[config.mk]
export PLATFORM = sky130hd
export DESIGN_NAME = rtpvp_cmdq
export DESIGN_NICKNAME = d
export VERILOG_FILES = /design/src/design/rtpvp_pkg.sv /design/src/design/rtpvp_cmdq.sv
export SDC_FILE = /design/constraint.sdc
export NUM_CORES = 1
export LEC_CHECK = 0
export BUFFER_PORTS_ARGS = -buffer_cell sky130_fd_sc_hd__buf_2
export CORE_ASPECT_RATIO = 0.5
export CORE_MARGIN = 5
export CORE_UTILIZATION = 35
export CTS_CLUSTER_SIZE = 24
export DETAILED_ROUTE_END_ITERATION = 8
export PLACE_DENSITY_LB_ADDON = 0.25
export SYNTH_ARGS = -nofsm -noshare
export SYNTH_HDL_FRONTEND = slang
export SYNTH_SLANG_ARGS = --single-unit
[constraint.sdc]
create_clock -name i_clk -period 4.5 [get_ports i_clk]
set_input_delay 0.9 -clock i_clk [delete_from_list [all_inputs] [get_ports i_clk]]
set_output_delay 0.9 -clock i_clk [all_outputs]
set_load 0.05 [all_outputs]
[src/design/rtpvp_pkg.sv]
// Shared constants and types for the RTP voice packetizer.
`timescale 1ns / 1ps
`default_nettype none

package rtpvp_pkg;

    // Ring geometry and packet layout
    localparam int FRAMES_DEF      = 4;
    localparam int WORDS_PER_FRAME = 40;
    localparam int PACKET_WORDS    = 43;
    localparam int HDR_WORDS       = 3;
    localparam int WCNT_W          = $clog2(WORDS_PER_FRAME);
    localparam int PWORD_W         = $clog2(PACKET_WORDS);

    // Header and payload constants
    localparam logic [7:0]  RTP_VER_BYTE = 8'h80;
    localparam logic [31:0] TS_STEP      = 32'd160;
    localparam logic [31:0] SILENCE_WORD = 32'hD5D5D5D5;

    // Configuration register reset values
    localparam logic [31:0] SSRC_RST     = 32'd0;
    localparam logic [7:0]  INTERVAL_RST = 8'd20;
    localparam logic [6:0]  PT_RST       = 7'h08;

    // Configuration register indexes
    localparam int          CFG_IDX_W    = 2;
    localparam logic [1:0]  CFG_SSRC     = 2'd0;
    localparam logic [1:0]  CFG_INTERVAL = 2'd1;
    localparam logic [1:0]  CFG_PT       = 2'd2;

    // Per-packet header fields handed from the front to the back
    typedef struct packed {
        logic [15:0] seq;
        logic [31:0] ts;
        logic        ready;
    } t_pkt_hdr;

endpackage

`default_nettype wire

[src/design/rtpvp_cmdq.sv]
// Two-entry queue of packet commands between front and back end.
`timescale 1ns / 1ps
`default_nettype none

module rtpvp_cmdq import rtpvp_pkg::*; #(
    parameter int FRAMES = FRAMES_DEF,
    localparam int FW    = $clog2(FRAMES)
) (
    input  wire logic          i_clk,
    input  wire logic          i_rst_n,
    input  wire logic          i_push,
    input  wire t_pkt_hdr      i_push_hdr,
    input  wire logic [FW-1:0] i_push_frame,
    output logic               o_full,
    input  wire logic          i_pop,
    output logic               o_valid,
    output t_pkt_hdr           o_hdr,
    output logic      [FW-1:0] o_frame,
    input  wire logic [FW-1:0] i_chk_frame,
    output logic               o_hit
);

    logic [1:0]    r_vld, n_vld;
    logic          r_wp;
    logic          r_rp;
    t_pkt_hdr      r_hdr   [2];
    logic [FW-1:0] r_frame [2];

    assign o_full  = r_vld[r_wp];
    assign o_valid = r_vld[r_rp];
    assign o_hdr   = r_hdr[r_rp];
    assign o_frame = r_frame[r_rp];

    // Flag a queued ready frame that matches the frame being written
    always_comb begin
        o_hit = 1'b0;
        for (int i = 0; i < 2; i++) begin
            if (r_vld[i] && r_hdr[i].ready && (r_frame[i] == i_chk_frame)) begin
                o_hit = 1'b1;
            end
        end
    end

    // Entry payload
    always_ff @(posedge i_clk) begin
        if (i_push) begin
            r_hdr[r_wp]   <= i_push_hdr;
            r_frame[r_wp] <= i_push_frame;
        end
    end

    // Set the pushed entry, clear the popped one
    always_comb begin
        n_vld = r_vld;
        if (i_push) begin
            n_vld[r_wp] = 1'b1;
        end
        if (i_pop) begin
            n_vld[r_rp] = 1'b0;
        end
    end

    // Pointers and valid bits
    always_ff @(posedge i_clk) begin
        if (!i_rst_n) begin
            r_vld <= '0;
            r_wp  <= 1'b0;
            r_rp  <= 1'b0;
        end else begin
            r_vld <= n_vld;
            if (i_push) begin
                r_wp <= !r_wp;
            end
            if (i_pop) begin
                r_rp <= !r_rp;
            end
        end
    end

endmodule

`default_nettype wire

# Yosys cells after proc, flatten, opt, wreduce, memory -nomap -nowiden

Memories as Yosys holds them, arrays and structs flattened. A register that Yosys moved wholly into a read port is not among the register bits.
Cells that the tools add are included.

Add/sub/neg operators: 0
$mul: 0
Div/mod/pow operators: 0
Order comparisons: 4
Eq/ne operators: 2
Shift-type cells: 0
Multiplexer cells: 18
Bitwise operators: 3
Reductions and logical operators: 8

Operators with widths:

| cell               | number |
|---|---|
| $mux 1             | 14 |
| $logic_and 1x1->1  | 6 |
| $eq 2x2->1         | 2 |
| $lt 1x2->1 const B | 2 |
| $mux 2             | 2 |
| $and 2x2->2        | 1 |
| $demux 1 s1        | 2 |
| $ge 1x1->1 const B | 2 |
| $logic_not 1->1    | 2 |
| $not 2->2          | 1 |
| $or 2x2->2         | 1 |

Flip-flop bits (word level): 4
Bits in latches: 0
Memory bits (writable): 102
ROM bits: 0
Input port bits: 57
Output and inout port bits: 54
Word-level logic and storage cells: 40
Memories kept: 2

Memories:

| name    | depth | bits a word | rd ports | clocked after memory_dff | write ports | RTL line         | text |
|---|---|---|---|---|---|---|---|
| r_hdr   | 2     | 49          | 3        | 1                        | 1           | rtpvp_cmdq.sv:26 | `t_pkt_hdr r_hdr [2];` |
| r_frame | 2     | 2           | 3        | 1                        | 1           | rtpvp_cmdq.sv:27 | `logic [FW-1:0] r_frame [2];` |

# Logic depth before layout (Yosys ltp)

Depth after elaboration: 8
Mapped depth: 3
Depth with buffers taken out: 3

# Worst setup path before layout

Ideal clock, no wire load.

Kind: input -> register
From: input port i_push
To: register r_vld[0]
Library setup time: 0.070 ns
Data arrival time: 3.734 ns
Data required time: 4.430 ns
Setup slack: 0.696 ns
Cell stages on the path: 2
Buffers on the path: 0
Cell sequence: nor2b_1 o221a_2

Word-level cells in the longest chain between the ends: 3

Ends and longest elaborated chain:

| item                   | RTL line         | text |
|---|---|---|
| start: declaration     | rtpvp_cmdq.sv:11 | `input wire logic i_push,` |
| $mux 2 *               | rtpvp_cmdq.sv:55 | `if (i_push) begin` |
| $and 2x2->2 (no line)  | n/a              |  |
| $mux 2 *               | rtpvp_cmdq.sv:58 | `if (i_pop) begin` |
| end signal: assignment | rtpvp_cmdq.sv:70 | `r_vld <= n_vld;` |
| end: declaration       | rtpvp_cmdq.sv:23 | `logic [1:0] r_vld, n_vld;` |

Mark *: on every way between the ends. The rest lies on a longest branch, timed or not.
A chain may end at the register's enable or synchronous reset.

==> flow_summary.ini <==
[power]
switchingPower_uw = 616
pwr-share-seq = 0.509
swShare = 0.264
leakagePower_uw = 0.00205
fin_total_pwr_uw = 2330
comb_power_share = 0.162
internal-power_uw = 1720
p_per_area_nw_per_um2 = 451
ir_drop_mv = 0.153
clkPwrFrac = 0.328

[flow_run]
cap_violations = 0

[floorplan]
start_util = 0.356
die_area_um2 = 14400
core_area_um2 = 11800
num_rows = 28
die_y_um = 87.4
ios = 111
die_w_um = 165

[routing]
wl_per_cell_um = 15.2
vias = 2032
drt-total-wl_mm = 7.21
drc_errors = 0
first_iter_violations = 96
routed_via_density = 4.30
first_pass_iters = 5
postRouteAntennaNets = 0

[cts]
cts-root-buf = clkbuf_16
htree_levels = 3
postCtsSetupBuffers = 0
postCtsHoldBufs = 0
ctsResizeCount = 0
insertion_delay_ns = 0.33
clock-sinks = 107
cts_tree = built
cts_made_buffers = 9
cts.clk_slew.worst_paths_ns = 0.07
ctsLongestPathBuffers = 2

[synth]
synth_common_cells = edfxtp_1 (102), mux2_4 (50), and2_1 (5), buf_12 (5), dfxtp_1 (5)
synth_flop_cell = edfxtp_1
ys_types = 17
synthArstFlopShare = 0
seq_area_frac_synth = 0.754
synth_top_area_cell = edfxtp_1
synth_seq_cells = 107
syn_nets = 243
synth_area_um2 = 4190
yosysWarnings = 0
synthTopCellsByArea = edfxtp_1 (73%), mux2_4 (18%), buf_12 (2.4%), dfxtp_1 (2.4%), mux2_2 (0.81%)
synth.avg_cell_area_um2 = 22.5
synth_most_common_cell = edfxtp_1
yosys.area.top_type_share = 0.730
synth-edff-count = 102
synthCells = 186

[worst_setup_path]
cp-end-kind = output port
cp_max_fo = 51
critPathKind = reg2out
worstReg2RegEnd = r_hdr[1][5]
reg2reg_slack_ns = 2.59
worstSetupEndpoint = o_hdr[42]
worstPathRequired_ns = 3.60
crit_slowest_cell = dfxtp_4
reg2reg_from = r_wp
worstSetupStartpointType = flop
cpPeakStageDelay_ns = 1.02
cp.arrival_ns = 1.99
crit_chain = mux2_2 > buf_2
rr_worst_depth = 2

[sta]
worst_slew_pin_slew_ns = 0.999
setup_violations = 0
setup_tns_ns = 0
finClkSkew_ns = 0.00548
period_share = 0.642
slew_viol_final = 0
post-route-min-period_ns = 2.89
rsz0062_at_grt = no
hold_viol = 0
timing.fmax_mhz = 346
slew_headroom = 0.334

[finish]
drive_gt1_frac = 0.601
final_nets = 360
antenna_cells = 0
area_growth_pct = 23.2
stdcell_count = 473

[global_route]
grt_use_total = 0.102
grt_pass1_vias = 2224
antenna_found_initial = 0
grt_pass1_wl_mm = 11.0
grt_max_degree = 52
grt_overflow = 0

[hold_path]
hold_path.class = reg2reg

[place]
port_buffers = 110
place.gp.congestion = 0.704
hpwl_mm = 4.91
dp.cells = 457

[run_status]
status = completed
-- layout by cell type (no fill, tap or decap), drive strengths merged --
| master | n |
|---|---|
| xnor2 | 2 |
| o221a | 1 |
| and2 | 5 |
| dfxtp | 5 |
| nor2 | 2 |
| clkinv | 3 |
| buf | 112 |
| xor2 | 1 |
| nor2b | 2 |
| clkinvlp | 2 |
| inv | 2 |
| o2111ai | 2 |
| clkbuf | 9 |
| mux2 | 53 |
| nand2 | 2 |
| bufinv | 1 |
| o211a | 1 |
| o21a | 1 |
| edfxtp | 102 |
-- kinds of logic (layout without fill, tap and decap cells) --
group / count (synthesis) / in the layout / synth area share
flip-flops: 107 / 107 / 0.754
multiplexers: 53 / 53 / 0.187
AND/OR/NAND/NOR: 11 / 11 / 0.0140
buffers and inverters: 7 / 129 / 0.0274
XOR/XNOR: 3 / 3 / 0.00627
AO/OA/AOI/OAI: 5 / 5 / 0.0110
-- layer usage --
metal / global-route usage / share of wire / vias up
met1: 0.112 / 0.39 / 1010
met4: 0.0340 / 0.014 / 0
met3: 0.0340 / 0.053 / 12
met2: 0.186 / 0.54 / 49
li1: - / - / 961
met5: 0 / 0 / -
-- flip-flops by register name, indices dropped and copies added (netlist names), named ones only --
register,count
r_hdr,98
r_frame,4
r_vld,2
r_rp,1
r_wp,1
-- power groups by stage --
stage          combinational (uW)  sequential, uW  clock, uW
2_1_floorplan                 334            1180          0
3_3_place_gp                  379            1210          0
3_5_place_dp                  384            1210          0
4_1_cts                       385            1190        796
5_1_grt                       397            1190        848
6_report                      379            1190        766
-- per-stage QoR --
step           worst slack, ns  cell area, um^2  utilization  hold slack, ns
5_1_grt                   1.49             5170        0.439           0.612
2_1_floorplan            0.696             4190            -           0.504
4_1_cts                   1.54             5170        0.439           0.574
3_5_place_dp              1.92             4870        0.413           0.548
6_report                  1.61             5170        0.439           0.576
3_3_place_gp              1.96             4870        0.413           0.549
-- cell type report --
| cell class | instances | area (um^2) |
|---|---|---|
| flip-flops and latches | 107 | 3170 |
| clock inverters | 7 | 76.3 |
| multi-input cells | 72 | 925 |
| fillers | 1084 | 6600 |
| repair buffers | 112 | 566 |
| inverters | 1 | 3.75 |
| well taps | 165 | 206 |
| clock buffers | 9 | 225 |
-- worst max-delay path: cells and delay by family (launching register included) --
family	cells	cell delay, ns
buf+inv	1	0.21
mux	1	0.42
flops	1	1.02
-- worst min path at each step --
| stage | end | cells after the start | startpoint |
|---|---|---|---|
| 2_1_floorplan | r_vld[1] | 1 | r_vld[1] |
| 3_3_place_gp | r_vld[1] | 2 | r_rp |
| 3_5_place_dp | r_vld[1] | 1 | r_vld[1] |
| 4_1_cts | r_vld[1] | 1 | r_vld[1] |
| 5_1_grt | r_vld[1] | 1 | r_vld[1] |
| 6_report | r_vld[1] | 1 | r_vld[1] |
(Power assumes the default switching activity.)
