$ cat src/design/rtpvp_pkg.sv
// Shared constants and types for the RTP voice packetizer.
`timescale 1ns / 1ps
`default_nettype none

package rtpvp_pkg;

    // Ring geometry and packet layout
    localparam int FRAMES_DEF      = 4;
    localparam int WORDS_PER_FRAME = 40;
    localparam int PACKET_WORDS    = 43;
    localparam int HDR_WORDS       = 3;
    localparam int WCNT_W          = $clog2(WORDS_PER_FRAME);
    localparam int PWORD_W         = $clog2(PACKET_WORDS);

    // Header and payload constants
    localparam logic [7:0]  RTP_VER_BYTE = 8'h80;
    localparam logic [31:0] TS_STEP      = 32'd160;
    localparam logic [31:0] SILENCE_WORD = 32'hD5D5D5D5;

    // Configuration register reset values
    localparam logic [31:0] SSRC_RST     = 32'd0;
    localparam logic [7:0]  INTERVAL_RST = 8'd20;
    localparam logic [6:0]  PT_RST       = 7'h08;

    // Configuration register indexes
    localparam int          CFG_IDX_W    = 2;
    localparam logic [1:0]  CFG_SSRC     = 2'd0;
    localparam logic [1:0]  CFG_INTERVAL = 2'd1;
    localparam logic [1:0]  CFG_PT       = 2'd2;

    // Per-packet header fields handed from the front to the back
    typedef struct packed {
        logic [15:0] seq;
        logic [31:0] ts;
        logic        ready;
    } t_pkt_hdr;

endpackage

`default_nettype wire

$ cat src/design/rtpvp_back.sv
// Back end: builds the 43-word packet from header fields and the frame ring or silence.
`timescale 1ns / 1ps
`default_nettype none

module rtpvp_back import rtpvp_pkg::*; #(
    parameter int FRAMES = FRAMES_DEF,
    localparam int FW    = $clog2(FRAMES),
    localparam int AW    = $clog2(FRAMES * WORDS_PER_FRAME)
) (
    input  wire logic          i_clk,
    input  wire logic          i_rst_n,
    // command queue
    input  wire logic          i_q_valid,
    input  wire t_pkt_hdr      i_q_hdr,
    input  wire logic [FW-1:0] i_q_frame,
    output logic               o_pop,
    // frame ring read
    output logic               o_ram_re,
    output logic      [AW-1:0] o_ram_raddr,
    input  wire logic [31:0]   i_ram_rdata,
    // header configuration
    input  wire logic [31:0]   i_ssrc,
    input  wire logic [6:0]    i_pt,
    // readout status toward the front
    output logic               o_busy,
    output logic      [FW-1:0] o_frame,
    // outgoing beats
    output logic               o_valid,
    input  wire logic          i_ready,
    output logic      [31:0]   o_data,
    output logic               o_last
);

    typedef enum logic [1:0] {
        ST_IDLE = 2'b01,
        ST_SEND = 2'b10
    } t_bk_state;

    t_bk_state          r_state;
    t_pkt_hdr           r_hdr;
    logic [FW-1:0]      r_frame;
    logic [AW-1:0]      r_addr;
    logic [PWORD_W-1:0] r_word;

    logic               r_p1_valid;
    logic               r_p1_ram;
    logic               r_p1_last;
    logic [31:0]        r_p1_word;

    logic               r_o_valid;
    logic [31:0]        r_o_data;
    logic               r_o_last;

    logic               adv;
    logic               can_issue;
    logic               issuing;
    logic               is_payload;
    logic               is_last;
    logic [31:0]        word_val;

    assign adv        = !r_o_valid || i_ready;
    assign can_issue  = !r_p1_valid || adv;
    assign issuing    = (r_state == ST_SEND) && can_issue;
    assign is_payload = (r_word >= PWORD_W'(HDR_WORDS));
    assign is_last    = (r_word == PWORD_W'(PACKET_WORDS - 1));
    assign o_pop      = (r_state == ST_IDLE) && i_q_valid;

    assign o_ram_re    = issuing && is_payload && r_hdr.ready;
    assign o_ram_raddr = r_addr;

    assign o_busy  = (r_state == ST_SEND) && r_hdr.ready;
    assign o_frame = r_frame;

    assign o_valid = r_o_valid;
    assign o_data  = r_o_data;
    assign o_last  = r_o_last;

    // Select the word for the current position
    always_comb begin
        case (r_word)
            PWORD_W'(0): word_val = {RTP_VER_BYTE, 1'b0, i_pt, r_hdr.seq};
            PWORD_W'(1): word_val = r_hdr.ts;
            PWORD_W'(2): word_val = i_ssrc;
            default:     word_val = SILENCE_WORD;
        endcase
    end

    // Sequencer: pop a command, then issue one word per free slot
    always_ff @(posedge i_clk) begin
        if (!i_rst_n) begin
            r_state <= ST_IDLE;
        end else begin
            case (r_state)
                ST_IDLE: begin
                    if (i_q_valid) begin
                        r_state <= ST_SEND;
                    end
                end
                ST_SEND: begin
                    if (issuing && is_last) begin
                        r_state <= ST_IDLE;
                    end
                end
                default: r_state <= ST_IDLE;
            endcase
        end
    end

    // Command fields and read address
    always_ff @(posedge i_clk) begin
        if (o_pop) begin
            r_hdr   <= i_q_hdr;
            r_frame <= i_q_frame;
            r_addr  <= AW'(i_q_frame) * AW'(WORDS_PER_FRAME);
            r_word  <= '0;
        end else if (issuing) begin
            r_word <= r_word + PWORD_W'(1);
            if (is_payload) begin
                r_addr <= r_addr + AW'(1);
            end
        end
    end

    // Issue stage, aligned with the RAM read
    always_ff @(posedge i_clk) begin
        if (!i_rst_n) begin
            r_p1_valid <= 1'b0;
        end else if (can_issue) begin
            r_p1_valid <= issuing;
        end
    end

    always_ff @(posedge i_clk) begin
        if (issuing) begin
            r_p1_word <= word_val;
            r_p1_ram  <= is_payload && r_hdr.ready;
            r_p1_last <= is_last;
        end
    end

    // Output register
    always_ff @(posedge i_clk) begin
        if (!i_rst_n) begin
            r_o_valid <= 1'b0;
        end else if (adv) begin
            r_o_valid <= r_p1_valid;
        end
    end

    always_ff @(posedge i_clk) begin
        if (adv) begin
            r_o_data <= r_p1_ram ? i_ram_rdata : r_p1_word;
            r_o_last <= r_p1_last;
        end
    end

endmodule

`default_nettype wire

$ cat config.mk
export PLATFORM = sky130hd
export DESIGN_NAME = rtpvp_back
export DESIGN_NICKNAME = d
export VERILOG_FILES = /design/src/design/rtpvp_pkg.sv /design/src/design/rtpvp_back.sv
export SDC_FILE = /design/constraint.sdc
export NUM_CORES = 1
export LEC_CHECK = 0
export BUFFER_PORTS_ARGS = -buffer_cell sky130_fd_sc_hd__buf_2
export CAP_MARGIN = 30
export CORE_AREA = 2 2 112 114
export DETAILED_ROUTE_END_ITERATION = 10
export DIE_AREA = 0 0 114 116
export PLACE_DENSITY = 0.75
export SYNTH_ARGS = -nofsm -noshare
export SYNTH_HDL_FRONTEND = slang
export SYNTH_SLANG_ARGS = --single-unit
$ cat constraint.sdc
create_clock -name i_clk -period 2.4 [get_ports i_clk]
set_input_delay 0.12 -clock i_clk [delete_from_list [all_inputs] [get_ports i_clk]]
set_output_delay 0.12 -clock i_clk [all_outputs]
set_load 0.05 [all_outputs]
# [Yosys cells after proc, flatten, opt, wreduce, memory -nomap -nowiden]
# Index checks and enable logic that the tools add are counted.
[totals] ff_bits=136
[classes] addsub=2 multipliers=1 n_lt_le_gt_ge=1 n_eq_ne=7 n_mux=8 n_reduce_logical=17
[ops] operator="32-bit case mux with 3 select lines" count=1
[ops] operator="32-bit 2-to-1 mux" count=1
[ops] operator="8-bit 2-to-1 mux" count=3
[ops] operator="8-bit by 1-bit adder with 8-bit output, second input constant" count=1
[ops] operator="1-bit logical AND" count=7
[ops] operator="6-bit by 1-bit adder with 6-bit output, second input constant" count=1
[ops] operator="6-bit by 1-bit == test with 1-bit output, second input constant" count=1
[ops] operator="6-bit by 2-bit == test with 1-bit output, second input constant" count=1
[ops] operator="6-bit == test, second input constant" count=1
[ops] operator="6-bit by 2-bit >= comparator with 1-bit output, second input constant" count=1
[ops] operator="6-bit logical NOT" count=1
[ops] operator="2-bit AND reduction" count=3
[ops] operator="2-bit by 3-bit multiplier with 5-bit output, second input constant" count=1
[ops] operator="2-bit 2-to-1 mux" count=2
[ops] operator="2-bit case mux with 2 select lines" count=1
[ops] operator="2-bit nonzero test" count=2
[ops] operator="2-bit by 1-bit == test with 1-bit output, second input constant" count=1
[ops] operator="2-bit == test, second input constant" count=1
[ops] operator="1-bit logical NOT" count=2
[ops] operator="1-bit logical OR" count=2
[ops] operator="2-bit by 1-bit != test with 1-bit output, second input constant" count=1
[ops] operator="2-bit != test, second input constant" count=1

# [Depth between registers and ports, before layout]
[logic_depth] ltp_word=7 mapped_depth=6 depth_no_buf=5

# [Worst setup path after synthesis]
# Ideal clock, no wire load.
[synth_path] path_kind="reg-to-reg" startpoint="register r_o_valid (netlist: o_valid)" endpoint="register r_p1_last (enable)" arrival_time_ps=2326 slack_ps=-351 path_stages_with_launch=4 n_path_buf=1 period_less_slack_ps=2751 cell_sequence="dfxtp_1 and3b_1 clkbuf_1 nor2_1"
[synth_between] elab_chain_cells=4
[synth_rtl] element="start: declaration" line_no="rtpvp_back.sv:50" rtl="logic r_o_valid;"
[synth_rtl] element="start signal: assignment" line_no="rtpvp_back.sv:146" rtl="r_o_valid <= r_p1_valid;"
[synth_rtl] element="1-bit logical NOT" line_no="rtpvp_back.sv:61" rtl="assign adv = !r_o_valid || i_ready;"
[synth_rtl] element="1-bit logical OR" line_no="rtpvp_back.sv:61"
[synth_rtl] element="1-bit logical OR" line_no="rtpvp_back.sv:62" rtl="assign can_issue = !r_p1_valid || adv;"
[synth_rtl] element="1-bit logical AND" line_no="rtpvp_back.sv:63" rtl="assign issuing = (r_state == ST_SEND) && can_issue;"
[synth_rtl] element="named net issuing" line_no="rtpvp_back.sv:56" rtl="logic issuing;"
[synth_rtl] element="end signal: assignment" line_no="rtpvp_back.sv:137" rtl="r_p1_last <= is_last;"
[synth_rtl] element="end: declaration" line_no="rtpvp_back.sv:47" rtl="logic r_p1_last;"
# The timed path passes the listed nets, and every way through them passes these cells.
# A chain may end at the register's enable or synchronous reset.

# [Final worst setup path]
[layout_path] startpoint="register r_word[2]" endpoint="output port o_ram_re"
[layout_between] elab_chain_cells=3
[layout_rtl] element="start: declaration" line_no="rtpvp_back.sv:43" rtl="logic [PWORD_W-1:0] r_word;"
[layout_rtl] element="start signal: assignment" line_no="rtpvp_back.sv:117" rtl="r_word <= r_word + PWORD_W'(1);"
[layout_rtl] element="6-bit by 2-bit >= comparator with 1-bit output" line_no="rtpvp_back.sv:64" rtl="assign is_payload = (r_word >= PWORD_W'(HDR_WORDS));"
[layout_rtl] element="1-bit logical AND (2 in a row)" line_no="rtpvp_back.sv:68" rtl="assign o_ram_re = issuing && is_payload && r_hdr.ready;"
[layout_rtl] element="end: declaration" line_no="rtpvp_back.sv:18" rtl="output logic o_ram_re,"
# Every way passes these cells.

==> results by group <==
STA
  – Setup ws final: 154 ps
  – Final hold vios: 0
  – Post-route minimum period: 2250 ps
  – Worst slew margin: 42.6%
  – Tightest Pin Transition: 860 ps
  – Worst Skew: 8.85 ps
  – Slew Viols, Final: 0
  – Final setup vio count: 0
  – Final worst-path cycle share: 93.6%
  – Setup TNS: 0 ps
  – RSZ-0062 raised after global routing: false
  – Fmax: 445 MHz

Clocking
  – Post-CTS sizing: 0
  – CTS HTree Levels: 4
  – Clock insertion delay at the later pin of the skew report: 410 ps
  – CTS sink cnt: 136
  – CTS root buf: clkbuf_16
  – CTS Buf Count: 17
  – Clock buffer depth: 2
  – Clock transition at path regs: 50 ps
  – CTS tree: built

Setup path
  – Depth of the most critical reg-to-reg path: 4
  – CP max FO: 11
  – Reg-to-reg startpoint: r_word[2]
  – Crit path launch type: flop
  – Worst reg-to-reg setup slack: 340 ps
  – Critical R2R Capture: r_p1_word[0]
  – WP data required: 2280 ps
  – WP data arrival: 2130 ps
  – WS Path Type: flop to output pin
  – CP endpoint kind: output pin

Global routing
  – Total track usage: 19.7%
  – Largest net degree at the start of global routing: 36
  – Number of global-route vias before repair: 3998
  – First-pass GRT wire length: 19400 um
  – Grt total ovfl: 0
  – Initial antenna violation count: 2

Floorplan
  – DIE AREA: 0.0132 mm2
  – Die H: 116 um
  – Row count: 40
  – I/O pin total: 173
  – CORE AREA: 0.0119 mm2
  – Initial Util: 45.4%
  – Die W: 114 um

Yosys
  – Synth Register Bits: 136
  – Syn_area_per_cell: 16.3 um2
  – Primary FF master, synth: edfxtp_1
  – Ys Warns: 0
  – Post-synth EDFFs: 123
  – Post-synthesis sequential area ratio: 73.1%
  – Yosys top cell area share: 68.3%
  – Synth cell types: 42
  – Post-Syn Nets: 463
  – Cell taking the most area after synthesis: edfxtp_1
  – Synthesized cell area: 0.00541 mm2
  – Syn Inst Count: 331
  – Post-synth ARST share: 0%
  – Top cells by area, synth: edfxtp_1, mux2_2, dfxtp_1

Hold path
  – Hold Crit Depth: 3
  – Hold Path Sink: r_p1_word[16]
  – Min-delay src: i_pt[0]
  – Hold Crit Class: input pin to flop

Flow run
  – Number of max-cap violations: 0

Place
  – Placed instance count: 642
  – Buffers on Ports: 172
  – Pre-CTS setup slack: 370 ps
  – Final HPWL from detailed placement: 8600 um
  – Placer congestion estimate: 0.775

Layout
  – Non-Filler Instances: 735
  – Final Net Count: 710
  – Leading cell type in the layout, fill and taps excluded: buf_2
  – Layout cells sized above 1: 39.5%
  – Most frequent cells in the layout: buf_2, edfxtp_1, dlygate4sd3_1
  – Area grow syn2layout: 40.6%
  – Ant diodes: 0

Detailed routing
  – Routed WL per cell: 17.5 um
  – Vias per cell: 5.27
  – Number of remaining DRC errors: 0
  – Via count: 3874
  – Iter 0 DRT Violations: 296
  – Drt total wl: 12800 um
  – Drt pass-1 iters: 7
  – ANT nets after route: 0

Power and ir drop
  – Pwr Density: 719 mW/mm2
  – Leakage: 3.09 nW
  – Worst vdd ir: 456 uV

Run status
  – Outcome: complete, no violations
==> layer usage <==
metal	global-route usage (%)	wire length, um	vias to the layer above
met5	0	24	-
li1	-	-	1825
met1	21.9	4960	1835
met4	9.35	353	4
met2	35.3	6660	171
met3	5.49	833	39
==> timing repair <==
action / CTS / global route
hold buffers: 64 / 0
setup buffers: 0 / 0
endpoints found under the hold margin: 66 / 0
endpoints found under the setup margin: 0 / 0
==> area by class of cell <==
cell class / count / area [um2]
Sequential cell: 136 / 3950
Clock inverter: 8 / 35.0
Clock buffer: 21 / 440
Multi-Input combinational cell: 170 / 1360
Tap cell: 147 / 184
Fill cell: 891 / 4300
Inverter: 7 / 30.0
Timing Repair Buffer: 246 / 1600
==> metrics by stage <==
step | hold slack (ps) | instance area, um2 | power (mW) | util (%)
after detailed placement | 298 | 6490 | 3.29 | 54.5
after floorplan | 219 | 5420 | 3.09 | -
after CTS | 0.234 | 7610 | 5.51 | 63.9
final | 16.0 | 7610 | 5.47 | 63.9
after global placement | 298 | 6490 | 3.28 | 54.5
after global routing | 8.88 | 7610 | 5.67 | 63.9
==> cells by family after synthesis <==
family | after synthesis | synth area share (%)
simple gates | 68 | 6.82
buf+inv | 25 | 1.94
mux | 39 | 7.95
fa+ha+maj | 6 | 1.39
compound gates | 55 | 8.51
flops | 136 | 73.1
xor+xnor | 2 | 0.324
==> Yosys cell counts, drive strengths merged, types with 7 or more instances <==
| library cell | n |
|---|---|
| mux2 | 32 |
| nand3 | 9 |
| inv | 7 |
| a222oi | 14 |
| dfxtp | 13 |
| nand2 | 24 |
| mux2i | 7 |
| clkbuf | 10 |
| and3 | 9 |
| o21ai | 8 |
| buf | 8 |
| edfxtp | 123 |
| a221o | 14 |
==> worst max-delay path, cell delays in order, from the launching register on <==
cell	delay [ps]
dfxtp_1	380
nor4_4	580
a211o_1	440
nor2_1	90
buf_2	220
==> where the power goes <==
group / internal, mW / switching [mW]
sequential: 2.72 / 0.0389
combinational: 0.256 / 0.318
clock: 1.27 / 0.861
==> registers in the layout (all words and copies together), names as in the netlist, 2 cells and up <==
register	cells
r_p1_word	32
o_frame	2
o_ram_raddr	8
r_hdr	49
o_data	32
r_word	6
r_state	2
==> worst max path at each step <==
| stage | start | endpoint | slack (ps) |
|---|---|---|---|
| after floorplan | o_valid | r_p1_last | 210 |
| after global placement | r_word[2] | r_p1_word[12] | 440 |
| after detailed placement | r_word[2] | r_p1_word[0] | 370 |
| after CTS | r_word[2] | o_ram_re | 190 |
| after global routing | r_word[2] | o_ram_re | 30 |
| final | r_word[2] | o_ram_re | 150 |
(Power assumes the default switching activity.)
