`config.mk`:
```
export PLATFORM = sky130hd
export DESIGN_NAME = rtpvp_front
export DESIGN_NICKNAME = d
export VERILOG_FILES = /design/src/design/rtpvp_pkg.sv /design/src/design/rtpvp_front.sv
export SDC_FILE = /design/constraint.sdc
export NUM_CORES = 1
export LEC_CHECK = 0
export BUFFER_PORTS_ARGS = -buffer_cell sky130_fd_sc_hd__buf_2
export CORE_MARGIN = 8
export CORE_UTILIZATION = 40
export DETAILED_ROUTE_END_ITERATION = 6
export GPL_TIMING_DRIVEN = 0
export PLACE_DENSITY = 0.68
export SYNTH_ARGS = -nofsm -noshare
export SYNTH_HDL_FRONTEND = slang
export SYNTH_SLANG_ARGS = --single-unit
```
`constraint.sdc`:
```
create_clock -name i_clk -period 3.1 [get_ports i_clk]
set_clock_uncertainty 0.15 [all_clocks]
set_input_delay 0 -clock i_clk [delete_from_list [all_inputs] [get_ports i_clk]]
set_output_delay 0 -clock i_clk [all_outputs]
set_load 0.05 [all_outputs]
```
`src/design/rtpvp_pkg.sv`:
```
// Shared constants and types for the RTP voice packetizer.
`timescale 1ns / 1ps
`default_nettype none

package rtpvp_pkg;

    // Ring geometry and packet layout
    localparam int FRAMES_DEF      = 4;
    localparam int WORDS_PER_FRAME = 40;
    localparam int PACKET_WORDS    = 43;
    localparam int HDR_WORDS       = 3;
    localparam int WCNT_W          = $clog2(WORDS_PER_FRAME);
    localparam int PWORD_W         = $clog2(PACKET_WORDS);

    // Header and payload constants
    localparam logic [7:0]  RTP_VER_BYTE = 8'h80;
    localparam logic [31:0] TS_STEP      = 32'd160;
    localparam logic [31:0] SILENCE_WORD = 32'hD5D5D5D5;

    // Configuration register reset values
    localparam logic [31:0] SSRC_RST     = 32'd0;
    localparam logic [7:0]  INTERVAL_RST = 8'd20;
    localparam logic [6:0]  PT_RST       = 7'h08;

    // Configuration register indexes
    localparam int          CFG_IDX_W    = 2;
    localparam logic [1:0]  CFG_SSRC     = 2'd0;
    localparam logic [1:0]  CFG_INTERVAL = 2'd1;
    localparam logic [1:0]  CFG_PT       = 2'd2;

    // Per-packet header fields handed from the front to the back
    typedef struct packed {
        logic [15:0] seq;
        logic [31:0] ts;
        logic        ready;
    } t_pkt_hdr;

endpackage

`default_nettype wire

```
`src/design/rtpvp_front.sv`:
```
// Front end: accepts beats, stores audio into the frame ring, runs session timing.
`timescale 1ns / 1ps
`default_nettype none

module rtpvp_front import rtpvp_pkg::*; #(
    parameter int FRAMES = FRAMES_DEF,
    localparam int FW    = $clog2(FRAMES),
    localparam int AW    = $clog2(FRAMES * WORDS_PER_FRAME)
) (
    input  wire logic          i_clk,
    input  wire logic          i_rst_n,
    // incoming beats
    input  wire logic          i_valid,
    output logic               o_ready,
    input  wire logic          i_cmd,
    input  wire logic          i_active,
    input  wire logic [31:0]   i_audio,
    input  wire logic [7:0]    i_interval,
    // frame ring write
    output logic               o_ram_we,
    output logic      [AW-1:0] o_ram_waddr,
    output logic      [31:0]   o_ram_wdata,
    // packet command queue
    output logic               o_push,
    output t_pkt_hdr           o_push_hdr,
    output logic      [FW-1:0] o_push_frame,
    input  wire logic          i_q_full,
    output logic      [FW-1:0] o_chk_frame,
    input  wire logic          i_q_hit,
    // frame in readout by the back end
    input  wire logic          i_back_busy,
    input  wire logic [FW-1:0] i_back_frame
);

    logic              r_session, n_session;
    logic [15:0]       r_seq, n_seq;
    logic [31:0]       r_ts, n_ts;
    logic [7:0]        r_tc, n_tc;
    logic [FW-1:0]     r_wf, n_wf;
    logic [WCNT_W-1:0] r_w, n_w;
    logic [FW-1:0]     r_rf, n_rf;

    logic        acc;
    logic        back_hit;
    logic [7:0]  tc_base;
    logic [7:0]  tc_inc;
    logic [15:0] seq_base;
    logic        emit;
    logic        frame_ready;

    // Hold input while the queue is full or the write frame is queued or being sent
    assign back_hit    = i_back_busy && (i_back_frame == r_wf);
    assign o_ready     = !i_q_full && !i_q_hit && !back_hit;
    assign acc         = i_valid && o_ready;
    assign o_chk_frame = r_wf;

    // Session start clears the sequence and the tick count
    assign tc_base     = r_session ? r_tc : 8'd0;
    assign seq_base    = r_session ? r_seq : 16'd0;
    assign tc_inc      = tc_base + 8'd1;
    assign emit        = acc && !i_cmd && i_active && (tc_inc >= i_interval);
    assign frame_ready = (r_wf != r_rf);

    // Audio write into the ring
    assign o_ram_we    = acc && i_cmd;
    assign o_ram_waddr = AW'(r_wf) * AW'(WORDS_PER_FRAME) + AW'(r_w);
    assign o_ram_wdata = i_audio;

    // Packet command toward the back end
    assign o_push       = emit;
    assign o_push_hdr   = {seq_base + 16'd1, r_ts + TS_STEP, frame_ready};
    assign o_push_frame = r_rf;

    // Next state of counters and pointers
    always_comb begin
        n_session = r_session;
        n_seq     = r_seq;
        n_ts      = r_ts;
        n_tc      = r_tc;
        n_wf      = r_wf;
        n_w       = r_w;
        n_rf      = r_rf;
        if (acc && i_cmd) begin
            if (r_w == WCNT_W'(WORDS_PER_FRAME - 1)) begin
                n_w  = '0;
                n_wf = (r_wf == FW'(FRAMES - 1)) ? '0 : r_wf + FW'(1);
            end else begin
                n_w = r_w + WCNT_W'(1);
            end
        end else if (acc) begin
            if (!i_active) begin
                n_session = 1'b0;
            end else begin
                n_session = 1'b1;
                if (emit) begin
                    n_tc  = 8'd0;
                    n_seq = o_push_hdr.seq;
                    n_ts  = o_push_hdr.ts;
                    if (frame_ready) begin
                        n_rf = (r_rf == FW'(FRAMES - 1)) ? '0 : r_rf + FW'(1);
                    end
                end else begin
                    n_tc  = tc_inc;
                    n_seq = seq_base;
                end
            end
        end
    end

    // State registers
    always_ff @(posedge i_clk) begin
        if (!i_rst_n) begin
            r_session <= 1'b0;
            r_seq     <= '0;
            r_ts      <= '0;
            r_tc      <= '0;
            r_wf      <= '0;
            r_w       <= '0;
            r_rf      <= '0;
        end else begin
            r_session <= n_session;
            r_seq     <= n_seq;
            r_ts      <= n_ts;
            r_tc      <= n_tc;
            r_wf      <= n_wf;
            r_w       <= n_w;
            r_rf      <= n_rf;
        end
    end

endmodule

`default_nettype wire

```
# After elaboration in Yosys (flattened, before gate mapping)
# Index checks and enable logic that the tools add are counted.
dict set report word_totals {
  register_bits 67
  in_bits 50
}
dict set report classes {
  n_addsub 7
  n_mul 1
  magnitude_cmp 1
  eq_ne 5
  mux 8
  bitwise 1
  n_reduce_logical 17
}
# operator count
set op_table {}
lappend op_table {{$add A32 B8 Y32 const B} 1}
lappend op_table {{$mux W16} 2}
lappend op_table {{$add A16 B1 Y16 const B} 1}
lappend op_table {{$mux W8} 2}
lappend op_table {{$add A8 B1 Y8 const B} 1}
lappend op_table {{$add A8 B6 Y8} 1}
lappend op_table {{$ge A8 B8 Y1} 1}
lappend op_table {{$logic_and A1 B1 Y1} 8}
lappend op_table {{$add A6 B1 Y6 const B} 1}
lappend op_table {{$eq A6 B6 Y1 const B} 1}
lappend op_table {{$mux W6} 1}
lappend op_table {{$mul A2 B3 Y5 const B} 1}
lappend op_table {{$reduce_and A5 Y1} 1}
lappend op_table {{$add A2 B1 Y2 const B} 2}
lappend op_table {{$eq A2 B2 Y1 const B} 2}
lappend op_table {{$logic_not A1 Y1} 4}
lappend op_table {{$mux W2} 2}
lappend op_table {{$reduce_and A2 Y1} 2}
lappend op_table {{$reduce_and A4 Y1} 1}
lappend op_table {{$reduce_and A3 Y1} 1}
lappend op_table {{$eq A2 B2 Y1} 1}
lappend op_table {{$ne A2 B2 Y1} 1}
lappend op_table {{$mux W1} 1}
lappend op_table {{$not A1 Y1} 1}

# Depth between registers and ports, before layout
# Gate-level depths: netlist of run 1.
dict set report logic_depth {
  ltp_word 9
  mapped_depth 17
  depth_no_buf 13
}

# Worst setup path before layout of run 1
# Ideal clock, no wire load.
dict set report synth_timing {
  path_kind {register to register}
  from {register r_session}
  to {register r_tc[6]}
  setup_ns 0.070
  t_arrival_ns 3.206
  slack_ns -0.327
  path_stages_with_launch 18
  n_path_buf 5
  path_cell_list {dfxtp_1 clkbuf_1 clkbuf_1 and2_1 ha_1 nand3_1 nor2_1 xor2_1 and2_1 ha_1 a21o_1 a21oi_1 o31a_1 buf_2 buf_2 buf_2 nand4_1 a21oi_1}
}
dict set report synth_via {
  elab_chain_len 5
}
# element line
set synth_rtl {}
lappend synth_rtl {{from (decl)} rtpvp_front.sv:35} ;# logic r_session, n_session;
lappend synth_rtl {{from (signal assigned)} rtpvp_front.sv:121} ;# r_session <= n_session;
lappend synth_rtl {{$mux W8 *} rtpvp_front.sv:58} ;# assign tc_base = r_session ? r_tc : 8'd0;
lappend synth_rtl {{$add A8 B1 Y8 *} rtpvp_front.sv:60} ;# assign tc_inc = tc_base + 8'd1;
lappend synth_rtl {{$ge A8 B8 Y1} rtpvp_front.sv:61} ;# assign emit = acc && !i_cmd && i_active && (tc_inc >= i_interval);
lappend synth_rtl {{$logic_and A1 B1 Y1} rtpvp_front.sv:61}
lappend synth_rtl {{$mux W8 *} rtpvp_front.sv:95} ;# if (emit) begin
lappend synth_rtl {{to (signal assigned)} rtpvp_front.sv:124} ;# r_tc <= n_tc;
lappend synth_rtl {{to (decl)} rtpvp_front.sv:38} ;# logic [7:0] r_tc, n_tc;
# Every way passes the cells marked *; elsewhere a longest branch is shown, timed or not.
# A chain may end at the register's enable or synchronous reset.

# Final worst setup path of run 1
dict set report layout_timing {
  from {register r_session}
  to {register r_seq[12]}
}
dict set report layout_via {
  elab_chain_len 5
  elab_cells_between_ends 7
  classes_between {add/sub (2); order compare (1); mux (3); reduce/logical (1)}
}
# element line
set layout_rtl {}
lappend layout_rtl {{$mux W8} rtpvp_front.sv:58}
lappend layout_rtl {{$add A8 B1 Y8} rtpvp_front.sv:60}
lappend layout_rtl {{$ge A8 B8 Y1} rtpvp_front.sv:61}
lappend layout_rtl {{$logic_and A1 B1 Y1} rtpvp_front.sv:61}
lappend layout_rtl {{$mux W16 *} rtpvp_front.sv:95}
lappend layout_rtl {{to (signal assigned)} rtpvp_front.sv:122} ;# r_seq <= n_seq;
lappend layout_rtl {{to (decl)} rtpvp_front.sv:36} ;# logic [15:0] r_seq, n_seq;
# Marks and branches as above.

==> qor.txt, run 1 <==
Data required time at the worst endpoint -> 3.23 ns
Critical path's largest stage delay -> 0.49 ns
Number of CTS-inserted buffers -> 9
Max H-tree Level -> 3
Number of I/O pins -> 146
Post-synthesis sequential area ratio -> 27.6%
Final-layout fill cell count -> 981
Metal-1 WL -> 6.13 mm
Status -> complete, but fails checks
Wire length of the first global-routing pass -> 22.3 mm
Max capacitance violation total -> 0
Worst-Margin Slew -> 0.829 ns
Power spent charging and discharging nets -> 0.533 mW
Clock-pin slew reported for the worst setup and hold paths after clock tree synthesis -> 0.08 ns
Number of buffers and inverters on the critical path -> 3
Crit Path Category -> reg2reg
Total Power -> 1.86 mW
Worst hold path class -> in2reg
Number of different library cells in the post-synthesis netlist -> 55
Standby leakage power -> 2.63 nW
Via count of the routed design -> 4757
Top FF cell, synth -> dfxtp_1
Port-buffer cells -> 108
Syn Inst Count -> 572
Maximum resistive drop on vdd -> 0.273 mV
Total Nets Final -> 785
Clk root buf -> clkbuf_8
Total overflow reported by the global router -> 0
Slew Limit Fails -> 0
Clock sinks -> 62
Proportion of power drawn by the clock network -> 43.9%
Detailed-route wire length -> 14.1 mm
Met3 routed wirelength -> 909 um
Insertion delay to the later sink of the worst-skew pair -> 0.35 ns
EDFF count, synth -> 0
Slowest cell on the critical path -> or4_4
Number of placement rows -> 38
Final HPWL DP -> 10.5 mm
Final worst-path setup slack -> -0.0297 ns
Worst reg-to-reg setup slack -> -0.03 ns
Failing checks -> setup timing
First-pass detailed-route iteration total -> 6
Switching power as a share of total power -> 28.6%
Cell-by-cell trace of the critical path -> clkbuf_16 -> and2_4 -> ha_4 -> nand3_4 -> nor2_4 -> xor2_1 -> and2_4 -> ha_4 -> nand3_4 -> o31a_1 -> buf_6 -> buf_12 -> or4_4 -> a31oi_4
Per-cell via count in the routed design -> 5.52
Logic pwr share -> 13.3%
Fmax -> 320 MHz
Final-report hold violation count -> 0
Overall track demand over capacity in global routing -> 18.4%
Synth warnings -> 0
Wire length per cell after detailed routing -> 16.4 um
Kind of end point of the critical path -> flip-flop
Total internal power -> 1.33 mW
Pin count of the biggest net entering global routing -> 13
DR iter-0 viols -> 302
Antenna violations before repair -> 0
Setup repair after global routing missed its margin -> true
Largest fanout on the critical path -> 6
TritonCTS clock tree -> yes
Netlist area before placement -> 0.00450 mm^2
Met2 routed WL -> 6.80 mm
Core region area -> 0.0109 mm^2
Clk buf depth -> 2
Final routed DRC violation total -> 0
Topmost layer with routed signal wires -> met4
Synth async-reset ratio -> 0%
Non-filler instance count after layout -> 862
Final weighted congestion in routability-driven placement -> 0.857
Worst slew slack as a fraction of its limit -> 44.7%
Average size of a mapped cell -> 7.86 um^2
Vertical die dimension -> 122 um
Layout Area Growth over Synthesis -> 33.3%
Via count of the first global-routing pass -> 4718
Sequential group share of total power -> 42.8%
Number of placed cells counting well taps -> 824
Final cycle utilization of the critical path -> 101%
Crit path launch type -> flip-flop
DIE AREA -> 0.0149 mm^2
Worst endpoint data arrival time -> 3.26 ns
Antenna diodes -> 0
Power per standard cell area -> 311 mW/mm^2
Flip-flop and latch count after synthesis -> 62
Fraction of layout instances using a drive strength above 1 -> 33.8%
Gate family responsible for the most delay along the worst path -> simple AND/OR/NAND/NOR gates
Antenna Nets Post-Route -> 0
Die width -> 122 um
Initial core utilization -> 41.3%
Final setup vio count -> 3
Post-route minimum period -> 3.13 ns
==> layer usage <==
layer	track usage (%)	vias to the layer above
met3	4.21	28
met2	32.0	182
met4	6.48	0
met1	21.7	2254
met5	0	-
li1	-	2293
==> registers in the layout (all words and copies together) (netlist names) <==
register      flops
r_ts             27
r_seq            16
r_tc              8
r_w               6
o_chk_frame       2
o_push_frame      2
r_session         1
==> power groups by stage <==
| stage | clock, mW | sequential, mW | combinational [mW] |
|---|---|---|---|
| after detailed placement | 0 | 0.817 | 0.231 |
| final | 0.817 | 0.797 | 0.248 |
| after global routing | 0.859 | 0.798 | 0.260 |
| after CTS | 0.823 | 0.798 | 0.245 |
| after global placement | 0 | 0.817 | 0.228 |
| after floorplan | 0 | 0.816 | 0.176 |
==> path summary, 6_finish.rpt <==
kind / from / end / cells past startpoint
min: i_q_full / o_chk_frame[1] / 5
max: r_session / r_seq[12] / 14
max reg2reg: r_session / r_seq[12] / 14
min reg2reg: r_ts[21] / r_ts[21] / 2
==> cells by family after synthesis <==
kind of cell | after synthesis | synth area share [%]
and+or+nand+nor | 220 | 26.2
DFF | 62 | 27.6
buffers and inverters | 101 | 12.9
adders and majority gates | 18 | 5.18
muxes | 10 | 2.23
AOI/OAI and AO/OA | 110 | 16.1
xor gates and xnor gates | 50 | 9.74
other | 1 | 0.0834
==> Yosys cell counts (all sizes together) (2+ instances only) <==
library cell	instances	area, um^2
o311a	2	20.0
o32ai	3	26.3
o22ai	3	18.8
o311ai	4	35.0
dfxtp	62	1240
a21oi	42	210
nor3	7	35.0
buf	53	369
o31ai	21	158
o31a	3	26.3
o2111ai	4	35.0
ha	17	213
nand2b	12	75.1
clkbuf	20	75.1
a21o	4	30.0
o21ai	7	35.0
and3	5	31.3
or4	22	165
o211ai	3	22.5
mux2i	10	100
nand4b	2	17.5
a31oi	5	31.3
and2	7	45.1
o21a	2	15.0
inv	27	101
nor4	7	73.8
nor2	29	109
or3	7	45.1
xnor2	27	236
nand4	14	103
nand3	38	190
xor2	23	201
a311oi	2	17.5
nand2	64	240
==> layout by cell type (no fill, tap or decap), types with 5 or more instances in the layout <==
cell	n
inv_1	25
ha_1	14
buf_4	61
mux2i_1	10
or3_1	6
a21oi_1	35
xnor2_1	26
a21oi_2	5
or4_1	17
buf_2	110
nand3_1	35
nand4_1	13
xor2_1	23
and3_1	5
buf_6	5
clkbuf_8	9
clkbuf_1	15
o21ai_0	6
o31ai_1	19
nand2_1	62
nor3_1	6
dfxtp_1	59
nand2b_1	12
or4_4	5
conb_1	5
nor2_1	27
==> final cells by class <==
type                    instances  area [um^2]  share of cell area, %
well taps                     140          175                   2.92
repair buffers                131          748                   12.5
clock inverters                 7         97.6                   1.63
multi-input cells             413         2930                   48.9
flip-flops and latches         62         1250                   20.8
inverters                      27          101                   1.69
clock buffers                   9          124                   2.07
plain buffers                  73          569                   9.50
==> metrics by stage <==
stage          util, %  setup slack (ns)  hold WS [ns]  setup TNS (ns)  area, um^2
4_1_cts           53.3            -0.127        0.0169          -0.968        5810
5_1_grt           55.1           -0.0997        0.0490           -2.12        5990
2_1_floorplan        -          0.000344       0.00178               0        4550
3_5_place_dp      48.3            -0.716         0.154          -30.83        5260
6_report          55.1           -0.0297        0.0305         -0.0579        5990
3_3_place_gp      48.3            -0.708         0.154          -29.67        5260
==> worst register-to-register path, cell delays in order, from the launching register on <==
cell       delay, ns
dfxtp_4         0.38
clkbuf_16       0.15
and2_4          0.14
ha_4            0.17
nand3_4         0.11
nor2_4          0.04
xor2_1          0.16
and2_4          0.18
ha_4            0.27
nand3_4         0.09
o31a_1          0.30
buf_6           0.15
buf_12          0.12
or4_4           0.50
a31oi_4         0.16
==> repair_timing <==
| action | in CTS | in global routing |
|---|---|---|
| endpoints found under the hold margin | 12 | 0 |
| setup endpoints to repair | 55 | 55 |
| hold buffers | 4 | 0 |
| pin swaps | 23 | 19 |
| resized for setup | 43 | 38 |
| buffers inserted | 12 | 7 |
Power figures use the tool's default switching activity.
==> run 2: changes to the inputs <==
- CORE_ASPECT_RATIO: default -> 0.9
==> qor.txt, run 2 (synthesis gave the netlist of run 1 again) <==
Setup tns final -> -0.323 ns (-0.265 ns)
Maximum resistive drop on vdd -> 0.200 mV (-27%)
Final HPWL DP -> 10.5 mm (+0.39%)
Wire length of the first global-routing pass -> 23.0 mm (+3.2%)
Final-report hold violation count -> 0 (unchanged)
Switching power as a share of total power -> 27.2% (-1.4 points)
DR iter-0 viols -> 298 (-1.3%)
Detailed-route wire length -> 15.2 mm (+7.2%)
Commonest non-fill, non-tap cells in the layout -> buf_2, nand2_1, buf_4
Most flops, register -> r_ts
Final cycle utilization of the critical path -> 102% (+0.85 points)
Cell area after placement -> 0.00528 mm^2 (+0.29%)
Worst slew slack as a fraction of its limit -> 39.0% (-5.7 points)
Largest registers -> r_ts x27, r_seq x16, r_tc x8
Die width -> 128 um (+4.7%)
Sequential group share of total power -> 40.6% (-2.2 points)
Overall track demand over capacity in global routing -> 19.0% (+0.62 points)
Antenna Nets Post-Route -> 0 (unchanged)
Post-route minimum period -> 3.16 ns (+0.0264 ns)
Fmax -> 317 MHz (-0.84%)
Max H-tree Level -> 3 (unchanged)
Standby leakage power -> 2.74 nW (+4.2%)
Vertical die dimension -> 117 um (-4.5%)
Max FFs per register -> 27 (unchanged)
Total area of multi-input combinational cells -> 0.00315 mm^2 (+7.5%)
Failing checks -> setup timing
Most common cell after layout, fill and taps aside -> buf_2
Status -> complete, but fails checks
Critical path's largest stage delay -> 0.39 ns (-0.10 ns)
Final routed DRC violation total -> 0 (unchanged)
TritonCTS clock tree -> yes
Total Nets Final -> 789 (+0.51%)
Cell-by-cell trace of the critical path -> clkbuf_16 -> and2_4 -> ha_4 -> nand3_4 -> xnor2_2 -> nor2_2 -> ha_4 -> o21a_1 -> a21oi_4 -> o31a_1 -> buf_6 -> buf_12 -> clkbuf_16 -> o31ai_2 -> a21oi_1
Max capacitance violation total -> 0 (unchanged)
Largest fanout on the critical path -> 8 (+2)
Fraction of layout instances using a drive strength above 1 -> 38.6% (+4.8 points)
Slew Limit Fails -> 0 (unchanged)
Total overflow reported by the global router -> 0 (unchanged)
Post-route standard cell area excluding fillers -> 0.00636 mm^2 (+6.2%)
Worst-Margin Slew -> 0.915 ns (+0.0857 ns)
Clock sinks -> 62 (unchanged)
Number of CTS-inserted buffers -> 9 (unchanged)
Total area of sequential cells -> 0.00124 mm^2 (-0.20%)
DIE AREA -> 0.0149 mm^2 (about the same)
Proportion of power drawn by the clock network -> 46.7% (+2.8 points)
Wire length per cell after detailed routing -> 17.3 um (+5.2%)
Power spent charging and discharging nets -> 0.537 mW (+0.61%)
Core region area -> 0.0109 mm^2 (+0.12%)
Final-layout fill cell count -> 990 (+0.92%)
Data required time at the worst endpoint -> 3.13 ns (-0.10 ns)
Layout Area Growth over Synthesis -> 41.5%
Final setup vio count -> 22 (+19)
Kind of end point of the critical path -> flip-flop
Via count of the routed design -> 4868 (+2.3%)
Final weighted congestion in routability-driven placement -> 0.909 (+6.1%)
Number of I/O pins -> 146 (unchanged)
Crit Path Category -> reg2reg
Worst hold path class -> in2reg
Antenna violations before repair -> 0 (unchanged)
Per-cell via count in the routed design -> 5.54 (+0.47%)
Pin count of the biggest net entering global routing -> 11 (-2)
Number of placement rows -> 36 (-5.3%)
Total internal power -> 1.43 mW (+7.9%)
Clock-pin slew reported for the worst setup and hold paths after clock tree synthesis -> 0.05 ns (-0.03 ns)
Antenna diodes -> 0 (unchanged)
Clk buf depth -> 2 (unchanged)
Number of buffers and inverters on the critical path -> 4 (+1)
Gate family responsible for the most delay along the worst path -> compound AO/OA/AOI/OAI gates
Via count of the first global-routing pass -> 4763 (+0.95%)
Power per standard cell area -> 310 mW/mm^2 (-0.36%)
Final worst-path setup slack -> -0.0561 ns (-0.0264 ns)
Port-buffer cells -> 108 (unchanged)
Logic pwr share -> 12.7% (-0.6 points)
Crit path launch type -> flip-flop
First-pass detailed-route iteration total -> 7 (+1)
Worst endpoint data arrival time -> 3.18 ns (-0.08 ns)
Initial core utilization -> 41.3% (-0.047 points)
Clk root buf -> clkbuf_16
Total Power -> 1.97 mW (+5.8%)
Slowest cell on the critical path -> dfxtp_4
Insertion delay to the later sink of the worst-skew pair -> 0.33 ns (-0.02 ns)
Setup repair after global routing missed its margin -> true
[run 2: changes by cell type in the layout (fill, tap and decap cells not counted), moves of 7 or more]
cell	change
clkbuf_16	+13
o31ai_1	-13
o31ai_2	+10
clkbuf_8	-8
a21oi_1	-7
a21oi_2	+7
nand3_1	-7
[run 2: layout make-up]
type	instances	area share, %
Multi-Input combinational cell	413	49.5
Tap cell	152	2.99
Timing Repair Buffer	135	13.2
Clock inverter	4	0.354
Buffer	73	8.98
Inverter	27	1.59
Sequential cell	62	19.6
Clock buffer	12	3.87
[run 2: timing repair]
item | in CTS | in global routing
endpoints found under the hold margin | 12 | 0
resized for setup | 52 | 70
hold buffers | 3 | 0
setup endpoints to repair | 55 | 55
cloned | 1 | 4
pin swaps | 9 | 40
setup buffers | 9 | 12
[run 2: path summary, 6_finish.rpt]
path | depth (start not counted) | end | startpoint | slack, ns
max | 15 | r_ts[17] | r_session | -0.06
max reg2reg | 15 | r_ts[17] | r_session | -0.06
min | 5 | r_w[1] | i_q_full | 0.01
min reg2reg | 2 | r_ts[21] | r_ts[21] | 0.33
[run 2: power by group through the flow]
stage | Clock [mW] | Sequential [mW] | Combinational (mW)
2_1_floorplan | 0 | 0.816 | 0.176
3_3_place_gp | 0 | 0.817 | 0.228
3_5_place_dp | 0 | 0.817 | 0.230
4_1_cts | 0.924 | 0.799 | 0.242
5_1_grt | 0.965 | 0.799 | 0.264
6_report | 0.921 | 0.799 | 0.251
[run 2: worst reg2reg max path: stages, from the launching register on]
cell	delay, ns
dfxtp_4	0.39
clkbuf_16	0.14
and2_4	0.14
ha_4	0.16
nand3_4	0.10
xnor2_2	0.15
nor2_2	0.07
ha_4	0.27
o21a_1	0.15
a21oi_4	0.08
o31a_1	0.37
buf_6	0.18
buf_12	0.16
clkbuf_16	0.16
o31ai_2	0.24
a21oi_1	0.11
[run 2: layer usage]
| metal | track usage, % | up-vias | wire length (um) |
|---|---|---|---|
| met2 | 33.0 | 213 | 7500 |
| met1 | 23.1 | 2323 | 6400 |
| met5 | 0 | - | 0 |
| met4 | 6.80 | 0 | 186 |
| met3 | 3.70 | 21 | 1060 |
| li1 | - | 2311 | - |
[run 2: per-stage QoR]
| stage | util [%] | setup WS (ns) | hold slack [ns] | cells |
|---|---|---|---|---|
| 2_1_floorplan | - | 0.000344 | 0.00178 | 576 |
| 3_3_place_gp | 48.4 | -0.652 | 0.154 | 836 |
| 3_5_place_dp | 48.4 | -0.704 | 0.154 | 836 |
| 4_1_cts | 53.8 | -0.134 | 0.0124 | 865 |
| 5_1_grt | 58.4 | -0.149 | 0.0436 | 878 |
| 6_report | 58.4 | -0.0561 | 0.0140 | 878 |
==> run 3: changes to the inputs <==
- CTS_BUF_LIST: default -> sky130_fd_sc_hd__clkbuf_8
- PLACE_DENSITY: 0.68 -> 0.74
==> qor.txt, run 3 (synthesis gave the netlist of run 1 again) <==
Kind of end point of the critical path -> flip-flop
TritonCTS clock tree -> yes
Initial core utilization -> 41.3% (unchanged)
Number of I/O pins -> 146 (unchanged)
Final-report hold violation count -> 0 (unchanged)
Detailed-route wire length -> 15.9 mm (+4.7%)
Crit Path Category -> reg2reg
Clock sinks -> 62 (unchanged)
Crit path launch type -> flip-flop
Overall track demand over capacity in global routing -> 19.2% (+0.16 points)
Max H-tree Level -> 3 (unchanged)
Total Power -> 1.74 mW (-12%)
Clk root buf -> clkbuf_8
DR iter-0 viols -> 455 (+53%)
Power per standard cell area -> 271 mW/mm^2 (-12%)
Pin count of the biggest net entering global routing -> 11 (unchanged)
Hold WS -> 0.0275 ns (+0.0135 ns)
Commonest non-fill, non-tap cells in the layout -> buf_2, nand2_1, dfxtp_1
Total overflow reported by the global router -> 0 (unchanged)
Fmax -> 300 MHz (-5.2%)
Worst slew slack as a fraction of its limit -> 38.2% (-0.80 points)
Most common cell after layout, fill and taps aside -> buf_2
Number of CTS-inserted buffers -> 9 (unchanged)
Final cycle utilization of the critical path -> 107% (+5.6 points)
Layout Area Growth over Synthesis -> 43.0%
Worst endpoint data arrival time -> 3.46 ns (+0.28 ns)
Largest registers -> r_ts x27, r_seq x16, r_tc x8
Per-cell via count in the routed design -> 5.64 (+1.7%)
Total Nets Final -> 798 (+1.1%)
Final weighted congestion in routability-driven placement -> 0.907 (-0.24%)
Vertical die dimension -> 117 um (unchanged)
Post-route minimum period -> 3.33 ns (+0.175 ns)
Clk buf depth -> 2 (unchanged)
Status -> complete, but fails checks
Final setup vio count -> 48 (+120%)
Via count of the routed design -> 5002 (+2.8%)
Data required time at the worst endpoint -> 3.23 ns (+0.10 ns)
Setup repair after global routing missed its margin -> true
Port-buffer cells -> 108 (unchanged)
Fraction of layout instances using a drive strength above 1 -> 37.6% (-1.0 points)
Number of placed cells counting well taps -> 836 (unchanged)
Via count of the first global-routing pass -> 4728 (-0.73%)
Final routed DRC violation total -> 0 (unchanged)
Wire length per cell after detailed routing -> 17.9 um (+3.6%)
Final worst-path setup slack -> -0.231 ns (-0.175 ns)
Slew Limit Fails -> 0 (unchanged)
Total area of multi-input combinational cells -> 0.00316 mm^2 (+0.44%)
Insertion delay to the later sink of the worst-skew pair -> 0.36 ns (+0.03 ns)
Most flops, register -> r_ts
Worst hold path class -> in2reg
Standby leakage power -> 2.80 nW (+2.2%)
First-pass detailed-route iteration total -> 5 (-2)
Failing checks -> setup timing
Largest fanout on the critical path -> 6 (-2)
Max FFs per register -> 27 (unchanged)
Final Util -> 59.0% (+0.62 points)
Number of placement rows -> 36 (unchanged)
Antenna violations before repair -> 0 (unchanged)
Wire length of the first global-routing pass -> 23.0 mm (about the same)
Clock-pin slew reported for the worst setup and hold paths after clock tree synthesis -> 0.07 ns (+0.02 ns)
Final-layout fill cell count -> 942 (-4.8%)
Total area of sequential cells -> 0.00124 mm^2 (unchanged)
Max capacitance violation total -> 0 (unchanged)
Antenna Nets Post-Route -> 0 (unchanged)
Non-filler instance count after layout -> 887 (+1.0%)
DIE AREA -> 0.0149 mm^2 (unchanged)
Final HPWL DP -> 10.4 mm (-0.91%)
Setup slack after placement -> -0.718 ns (-0.0133 ns)
Antenna diodes -> 0 (unchanged)
Worst-Margin Slew -> 0.927 ns (+0.0119 ns)
Maximum resistive drop on vdd -> 0.200 mV (-0.21%)
Die width -> 128 um (unchanged)
Core region area -> 0.0109 mm^2 (unchanged)
[run 3: cell types whose count changed in the layout (fill, tap and decap cells not counted), sizes merged]
cell / before / now
buf: 182 / 194
clkbuf: 34 / 30
clkinv: 3 / 2
dlygate4sd3: 3 / 4
inv: 27 / 28
[run 3: power breakdown]
part | switching (mW) | internal [mW] | leakage (nW) | total [mW]
Sequential | 0.00150 | 0.796 | 0.500 | 0.798
Clock | 0.341 | 0.350 | 0.0996 | 0.691
Combinational | 0.174 | 0.0801 | 2.20 | 0.254
Total | 0.516 | 1.23 | 2.80 | 1.74
[run 3: repair_timing]
item,CTS,global route
endpoints found under the hold margin,13,0
hold buffers,4,0
setup buffers,10,18
gates cloned,6,0
gates resized for setup,65,67
setup endpoints to repair,55,55
pin swaps,34,51
[run 3: area by class of cell]
class / instances / share of cell area [%]
buffer: 72 / 8.54
clock buffer: 12 / 2.57
clock inverter: 4 / 0.331
inverter: 27 / 1.58
multi-input combinational: 413 / 49.2
sequential: 62 / 19.4
tap: 152 / 2.96
timing repair buffer: 145 / 15.5
[run 3: critical path: stages, from the launching register on]
cell and delay [ns]:
dfxtp_4 0.39, clkbuf_16 0.13, and2_4 0.14, ha_4 0.16, nand3_4 0.10, xnor2_2 0.19
nor2_2 0.07, ha_2 0.19, or4_4 0.55, a21oi_4 0.16, o31a_1 0.25, buf_6 0.17
buf_12 0.15, buf_6 0.11, buf_8 0.12, nand3_1 0.09, a21oi_1 0.15
[run 3: worst paths after layout]
| kind | startpoint | endpoint | slack [ns] | depth (start not counted) |
|---|---|---|---|---|
| worst max-delay path | r_session | r_tc[4] | -0.23 | 16 |
| worst min register to register | r_tc[7] | r_tc[7] | 0.33 | 2 |
| worst max register to register | r_session | r_tc[4] | -0.23 | 16 |
| worst min-delay path | i_q_hit | o_chk_frame[1] | 0.03 | 5 |
[run 3: metrics by stage]
step | TNS (ns) | area [um^2]
after CTS | -4.25 | 6050
final | -7.54 | 6430
after floorplan | 0 | 4550
after detailed placement | -32.73 | 5280
after global placement | -28.49 | 5280
after global routing | -11.60 | 6430
[run 3: per-layer routing]
metal / vias up / GRT usage, % / part of all wire, %
met3: 30 / 4.11 / 8.9
met4: 0 / 7.52 / 2.2
met5: - / 0 / 0
met2: 328 / 31.9 / 48
met1: 2322 / 23.8 / 41
li1: 2322 / - / -
